`src/rtl/core/fhp_pkg.sv`:
```
// ----------------------------------------------------------------------------
// fhp_pkg
// Types, constants and the coefficient table of the high-pass FIR block.
// ----------------------------------------------------------------------------
package fhp_pkg;

  localparam int SAMPLE_W       = 16;
  localparam int TAPS_DEF       = 23;
  localparam int COEF_FRAC_DEF  = 15;
  localparam int COEF_COUNT     = 23;
  localparam int COEF_CENTER    = 11;

  typedef struct packed {
    logic signed [SAMPLE_W-1:0] sample;
    logic                       restart;
  } in_item_t;

  typedef struct packed {
    logic signed [SAMPLE_W-1:0] filtered;
    logic                       fresh;
  } out_item_t;

  typedef struct packed {
    logic clear;  // zero the accumulator and drop any pending product
    logic load;   // mark the product of the current operands for accumulation
  } mac_ctrl_t;

  // Published coefficients in units of 1e-4, first half up to the center tap.
  function automatic int coef_e4(input int idx);
    int v;
    case (idx)
      0:       v = 59;
      1:       v = 768;
      2:       v = 62;
      3:       v = 33;
      4:       v = -113;
      5:       v = -303;
      6:       v = -528;
      7:       v = -763;
      8:       v = -983;
      9:       v = -1163;
      10:      v = -1281;
      11:      v = 8678;
      default: v = 0;
    endcase
    return v;
  endfunction

  // Fixed-point coefficient for one tap, rounded half away from zero.
  // Evaluated only at elaboration.
  function automatic int coef_q(input int idx, input int frac);
    int c;
    int mag;
    int q;
    int half_idx;
    if (idx >= COEF_COUNT) begin
      return 0;
    end
    half_idx = (idx > COEF_CENTER) ? (COEF_COUNT - 1 - idx) : idx;
    c   = coef_e4(half_idx);
    mag = (c < 0) ? -c : c;
    q   = (mag * (1 << frac) + 5000) / 10000;
    return (c < 0) ? -q : q;
  endfunction

endpackage

```
`src/rtl/core/fir_highpass_23tap.sv`:
```
// A filtered item passes through the MAC pass, the drain state and the output state;
// the shared multiplier steps through one tap per cycle, and no new item is taken
// until its result is registered. A priming item gives its held result in the next
// cycle and the block is ready again at once unless that result is stalled.
// Synchronous active-low reset clears the sequencer and output valid, zeroes the
// held output and reloads the priming count with TAPS.
// ----------------------------------------------------------------------------
// fir_highpass_23tap
// Symmetric high-pass FIR on signed 16-bit audio, one MAC shared by all taps.
// ----------------------------------------------------------------------------
module fir_highpass_23tap #(
  parameter int TAPS           = fhp_pkg::TAPS_DEF,
  parameter int COEF_FRAC_BITS = fhp_pkg::COEF_FRAC_DEF
) (
  input  logic               clk,
  input  logic               rst_n,
  input  logic               in_valid,
  output logic               in_stall,
  input  fhp_pkg::in_item_t  in_data,
  output logic               out_valid,
  input  logic               out_stall,
  output fhp_pkg::out_item_t out_data
);
  import fhp_pkg::*;

  localparam int CW  = COEF_FRAC_BITS + 1;
  localparam int TW  = $clog2(TAPS);
  localparam int PCW = $clog2(TAPS + 1);

  localparam logic [1:0] ST_IDLE  = 2'd0;
  localparam logic [1:0] ST_MAC   = 2'd1;
  localparam logic [1:0] ST_DRAIN = 2'd2;
  localparam logic [1:0] ST_OUT   = 2'd3;

  logic [1:0]                 state_r, state_nxt;
  logic [TW-1:0]              tap_r, tap_nxt;
  logic [PCW-1:0]             prime_r, prime_nxt;
  logic [PCW-1:0]             prime_eff;
  logic signed [SAMPLE_W-1:0] held_r, held_nxt;
  logic                       out_valid_r, out_valid_nxt;
  out_item_t                  out_data_r, out_data_nxt;
  logic signed [SAMPLE_W-1:0] line_r [TAPS];
  logic signed [CW-1:0]       coef_w [TAPS];
  logic signed [SAMPLE_W-1:0] mac_result;
  mac_ctrl_t                  mac_ctrl;
  logic                       in_fire;
  logic                       priming;

  for (genvar g = 0; g < TAPS; g++) begin : g_coef
    assign coef_w[g] = CW'(coef_q(g, COEF_FRAC_BITS));
  end

  assign in_stall  = (state_r != ST_IDLE) || (out_valid_r && out_stall);
  assign in_fire   = in_valid && !in_stall;
  assign prime_eff = in_data.restart ? PCW'(TAPS) : prime_r;
  assign priming   = (prime_eff != '0);

  assign mac_ctrl.clear = in_fire && !priming;
  assign mac_ctrl.load  = (state_r == ST_MAC);

  always_comb begin
    state_nxt     = state_r;
    tap_nxt       = tap_r;
    prime_nxt     = prime_r;
    held_nxt      = held_r;
    out_valid_nxt = out_valid_r && out_stall;
    out_data_nxt  = out_data_r;
    case (state_r)
      ST_IDLE: begin
        if (in_fire) begin
          if (priming) begin
            prime_nxt     = prime_eff - PCW'(1);
            out_valid_nxt = 1'b1;
            out_data_nxt  = '{filtered: held_r, fresh: 1'b0};
          end else begin
            state_nxt = ST_MAC;
            tap_nxt   = '0;
          end
        end
      end
      ST_MAC: begin
        if (tap_r == TW'(TAPS - 1)) begin
          state_nxt = ST_DRAIN;
          tap_nxt   = '0;
        end else begin
          tap_nxt = tap_r + TW'(1);
        end
      end
      ST_DRAIN: begin
        state_nxt = ST_OUT;
      end
      ST_OUT: begin
        // The output register is empty here: the item was only taken once
        // the previous result had left.
        held_nxt      = mac_result;
        out_valid_nxt = 1'b1;
        out_data_nxt  = '{filtered: mac_result, fresh: 1'b1};
        state_nxt     = ST_IDLE;
      end
      default: begin
        state_nxt = ST_IDLE;
      end
    endcase
  end

  always_ff @(posedge clk) begin
    if (!rst_n) begin
      state_r     <= ST_IDLE;
      tap_r       <= '0;
      prime_r     <= PCW'(TAPS);
      held_r      <= '0;
      out_valid_r <= 1'b0;
    end else begin
      state_r     <= state_nxt;
      tap_r       <= tap_nxt;
      prime_r     <= prime_nxt;
      held_r      <= held_nxt;
      out_valid_r <= out_valid_nxt;
    end
  end

  always_ff @(posedge clk) begin
    out_data_r <= out_data_nxt;
  end

  // The delay line shifts in a new sample on transfer. During the MAC pass
  // it rotates once, so tap k sits at the head in step k and the line is
  // back in order when the pass ends.
  always_ff @(posedge clk) begin
    if (in_fire) begin
      line_r[0] <= in_data.sample;
      for (int i = 1; i < TAPS; i++) begin
        line_r[i] <= line_r[i-1];
      end
    end else if (state_r == ST_MAC) begin
      for (int i = 0; i < TAPS - 1; i++) begin
        line_r[i] <= line_r[i+1];
      end
      line_r[TAPS-1] <= line_r[0];
    end
  end

  fhp_mac #(
    .TAPS           (TAPS),
    .COEF_FRAC_BITS (COEF_FRAC_BITS)
  ) u_mac (
    .clk      (clk),
    .rst_n    (rst_n),
    .ctrl     (mac_ctrl),
    .sample_i (line_r[0]),
    .coef_i   (coef_w[tap_r]),
    .result   (mac_result)
  );

  assign out_valid = out_valid_r;
  assign out_data  = out_data_r;

endmodule

```
`src/rtl/core/fhp_mac.sv`:
```
// ----------------------------------------------------------------------------
// fhp_mac
// Shared multiply-accumulate unit with toward-zero scaling and saturation.
// ----------------------------------------------------------------------------
module fhp_mac #(
  parameter int TAPS           = fhp_pkg::TAPS_DEF,
  parameter int COEF_FRAC_BITS = fhp_pkg::COEF_FRAC_DEF
) (
  input  logic                                  clk,
  input  logic                                  rst_n,
  input  fhp_pkg::mac_ctrl_t                    ctrl,
  input  logic signed [fhp_pkg::SAMPLE_W-1:0]   sample_i,
  input  logic signed [COEF_FRAC_BITS:0]        coef_i,
  output logic signed [fhp_pkg::SAMPLE_W-1:0]   result
);
  import fhp_pkg::*;

  localparam int CW = COEF_FRAC_BITS + 1;
  localparam int PW = SAMPLE_W + CW;
  localparam int AW = PW + $clog2(TAPS);

  localparam logic signed [AW-1:0] BIAS = (AW'(1) << COEF_FRAC_BITS) - AW'(1);
  localparam logic signed [AW-1:0] MAXV = AW'(32767);
  localparam logic signed [AW-1:0] MINV = AW'(-32768);

  logic signed [PW-1:0] prod_r;
  logic                 prod_vld_r;
  logic signed [AW-1:0] acc_r;
  logic signed [AW-1:0] acc_nxt;
  logic signed [AW-1:0] biased;
  logic signed [AW-1:0] quo;

  always_ff @(posedge clk) begin
    if (!rst_n) begin
      prod_vld_r <= 1'b0;
    end else begin
      prod_vld_r <= ctrl.load & ~ctrl.clear;
    end
  end

  always_ff @(posedge clk) begin
    prod_r <= sample_i * coef_i;
    if (ctrl.clear) begin
      acc_r <= '0;
    end else if (prod_vld_r) begin
      acc_r <= acc_nxt;
    end
  end

  assign acc_nxt = acc_r + AW'(prod_r);

  // Adding the bias before the arithmetic shift makes negative sums truncate
  // toward zero instead of toward minus infinity.
  assign biased = acc_r[AW-1] ? (acc_r + BIAS) : acc_r;
  assign quo    = biased >>> COEF_FRAC_BITS;

  always_comb begin
    if (quo > MAXV) begin
      result = 16'sh7fff;
    end else if (quo < MINV) begin
      result = -16'sh8000;
    end else begin
      result = $signed(quo[SAMPLE_W-1:0]);
    end
  end

endmodule

```
`config.mk`:
```
export PLATFORM = sky130hd
export DESIGN_NAME = fir_highpass_23tap
export DESIGN_NICKNAME = d
export VERILOG_FILES = /design/src/rtl/core/fhp_pkg.sv /design/src/rtl/core/fir_highpass_23tap.sv /design/src/rtl/core/fhp_mac.sv
export SDC_FILE = /design/constraint.sdc
export NUM_CORES = 2
export LEC_CHECK = 0
export CORE_ASPECT_RATIO = 1.75
export CORE_MARGIN = 2
export CORE_UTILIZATION = 40
export DETAILED_ROUTE_END_ITERATION = 10
export DONT_BUFFER_PORTS = 1
export HOLD_SLACK_MARGIN = 0.15
export PLACE_DENSITY_LB_ADDON = 0.08
export SLEW_MARGIN = 25
export SYNTH_ARGS = -nofsm -noshare
export SYNTH_HDL_FRONTEND = slang
export SYNTH_SLANG_ARGS = --single-unit
```
`constraint.sdc`:
```
create_clock -name clk -period 17.5 [get_ports clk]
set_input_delay 2.625 -clock clk [delete_from_list [all_inputs] [get_ports clk]]
set_output_delay 2.625 -clock clk [all_outputs]
set_load 0.01 [all_outputs]
```
==> impl_metrics.tcl <==
set metrics [dict create \
    status "complete, no violations" \
    clk_latency_ns 0.62 \
    yosysMostFrequentCell "nand2_1" \
    seqPwrFrac_pct 43.7 \
    min_path_type "reg2reg" \
    drt-total-wl_um 69100 \
    criticalPathCategory "reg2reg" \
    num_rows 136 \
    synth_edf_count 385 \
    crit_path_end_kind "register" \
    setup_violations 0 \
    grt_first_pass_wirelength_um 112000 \
    rsz0062_at_grt "no" \
    fin_skew_ns 0.0247 \
    tightest_slew_ns 0.979 \
    n_antenna_cell 0 \
    synth_cell_type_count 78 \
    fmax_mhz 117 \
    critical_path.max_stage_delay_ns 0.83 \
    seq_area_mm2 0.0135 \
    post_cts_buffers 0 \
    avgSynthCellArea_um2 11.4 \
    finalHoldViolations 0 \
    path_common_cell "fa_1" \
    multi_input_area_mm2 0.0166 \
    grt_pass1_vias 21047 \
    synth.net_count 3211 \
    core_area_mm2 0.0786 \
    antenna_found_initial 3 \
    via_per_inst 5.16 \
    initial_utilization_pct 40.5 \
    maxSlewViolCount 0 \
    r2r_cells 28 \
    grt_max_degree 151 \
    cts_max_level 2 \
    period_share_pct 48.8 \
    post_drt_wl_per_cell_um 18.0 \
    cts-root-buf "clkbuf_16" \
    drc_errors 0 \
    drt_iter0_drc 1101 \
    setup_tns_ns 0 \
    post-dp-hpwl_um 51100 \
    drive_gt1_share_pct 15.7 \
    ys_seq_area_share_pct 42.6 \
    ys_ff_latch 484 \
    dr_total_vias 19815 \
    fillers 7448 \
    synthFlopType "edfxtp_1" \
    p_switching_mw 0.976 \
    io_pins 40 \
    fin_crit_ns 8.53 \
    arrival_ns 9.01 \
    synth_commonest_cells "nand2_1, edfxtp_1, inv_1, mux2_2, fa_1" \
    cts_resized 0 \
    cp_slowest_cell "nor4b_1" \
    grt.overflow.total 0 \
    swShare_pct 29.7 \
    crit_required_ns 17.98 \
    die_w_um 217 \
    cts.sinks 484 \
    synth.area.top_cells "edfxtp_1, fa_1, mux2_2" \
    synth.largest_area_cell "edfxtp_1" \
    utilization_pct 44.1 \
    io_buffers 0 \
    synth_warnings 0 \
    synth_area_mm2 0.0318 \
    grt_use_total_pct 17.1 \
    area_delta_synth_final_pct 8.90 \
    die-area_mm2 0.0819 \
    async_flop_share_pct 0 \
    cap_violations 0 \
    crit_fanout 20 \
    dieHeight_um 377 \
    hold_buffers 0 \
    drt-pass1-iter-count 5 \
    startpoint_type "register" \
    hold_depth 2 \
    syn_inst 2798 \
    clk_pin_slew_ns 0.06 \
    numCtsBuffers 50 \
    tritoncts "built" \
    synth_top_area_share_pct 36.3 \
    comb_power_share_pct 22.5 \
    p_leak_nw 14.1 \
    ir_drop_v 0.000104 \
    gp_congestion 0.853 \
    p_per_area_mw_per_mm2 95.0 \
    cts_buffer_depth 3 \
    ant_nets 0 \
    pwr-share-clk_pct 33.8 \
    intPower_mw 2.31 \
    max-slew-margin-rel_pct 34.7 \
    layout.nets 3176 \
]
[final timing paths]
| check | startpoint | endpoint | slack [ns] |
|---|---|---|---|
| hold / removal | prime_r[4]$_SDFFE_PN1P_ | prime_r[4]$_SDFFE_PN1P_ | 0.50 |
| setup / recovery | tap_r[3]$_SDFFE_PN0P_ | u_mac.prod_r[31]$_DFF_P_ | 8.97 |
| hold reg to reg | prime_r[4]$_SDFFE_PN1P_ | prime_r[4]$_SDFFE_PN1P_ | 0.50 |
| setup reg to reg | tap_r[3]$_SDFFE_PN0P_ | u_mac.prod_r[31]$_DFF_P_ | 8.97 |
[cell usage in the layout, fill, tap and decap left out, types with 32 or more instances in the layout]
master	count
nand2_1	424
and2_1	108
nand3_1	32
o21ai_0	57
fa_1	261
dfxtp_1	98
inv_1	335
ha_1	130
clkbuf_16	50
edfxtp_1	385
nor2_1	108
mux2_2	289
xnor2_1	41
a21oi_1	83
[final cells by class]
| class | instances | area share, % |
|---|---|---|
| clock buffers | 60 | 3.75 |
| repair buffers | 32 | 0.740 |
| well taps | 1035 | 3.74 |
| multi-input cells | 1857 | 47.9 |
| inverters | 338 | 3.66 |
| flip-flops and latches | 484 | 39.1 |
| clock inverters | 33 | 1.14 |
[metal layers]
layer | routed length, µm | track usage [%]
met1 | 27500 | 19.3
met2 | 37700 | 32.8
met3 | 1620 | 2.00
met4 | 2290 | 5.98
met5 | 0 | 0
[stage by stage]
stage | worst slack, ns | cells | total power, mW | area [µm²] | hold slack, ns
after floorplan | 5.41 | 2798 | 2.03 | 31800 | 0.458
after global placement | 9.14 | 3746 | 2.19 | 32900 | 0.472
after detailed placement | 9.05 | 3746 | 2.21 | 32900 | 0.483
after CTS | 9.05 | 3839 | 3.35 | 34600 | 0.503
after global routing | 8.45 | 3839 | 3.48 | 34600 | 0.548
final | 8.97 | 3839 | 3.29 | 34600 | 0.497
[logic make-up after synthesis]
kind of cell | share of synthesized area (%)
flip-flops | 42.6
multiplexers | 10.8
adder cells (fa/ha/maj) | 21.6
AND/OR/NAND/NOR | 11.4
AO/OA/AOI/OAI | 6.31
buffers and inverters | 5.49
XOR/XNOR | 1.82
[state kept, by name, summed over array words and instances (netlist names)]
| name | cells |
|---|---|
| prime_r | 5 |
| u_mac.acc_r | 37 |
| out_data | 17 |
| line_r | 368 |
| state_r | 2 |
| tap_r | 5 |
| u_mac.prod_vld_r | 1 |
| held_r | 16 |
| out_valid | 1 |
| u_mac.prod_r | 32 |
[power by group through the flow]
stage	clock [mW]	sequential, mW	combinational [mW]
finish	1.11	1.44	0.740
global route	1.19	1.45	0.840
CTS	1.16	1.44	0.750
detailed placement	0	1.46	0.746
global placement	0	1.46	0.730
floorplan	0	1.45	0.582
[critical path: cells and delay by family, from the launching register on]
| family | cells | cell delay [ns] |
|---|---|---|
| adder cells (fa/ha/maj) | 7 | 3.15 |
| flip-flops | 1 | 0.74 |
| AO/OA/AOI/OAI | 8 | 1.82 |
| XOR/XNOR | 1 | 0.12 |
| AND/OR/NAND/NOR | 6 | 1.62 |
| buffers and inverters | 6 | 0.92 |
No activity file was read; power rests on OpenSTA's default activity.
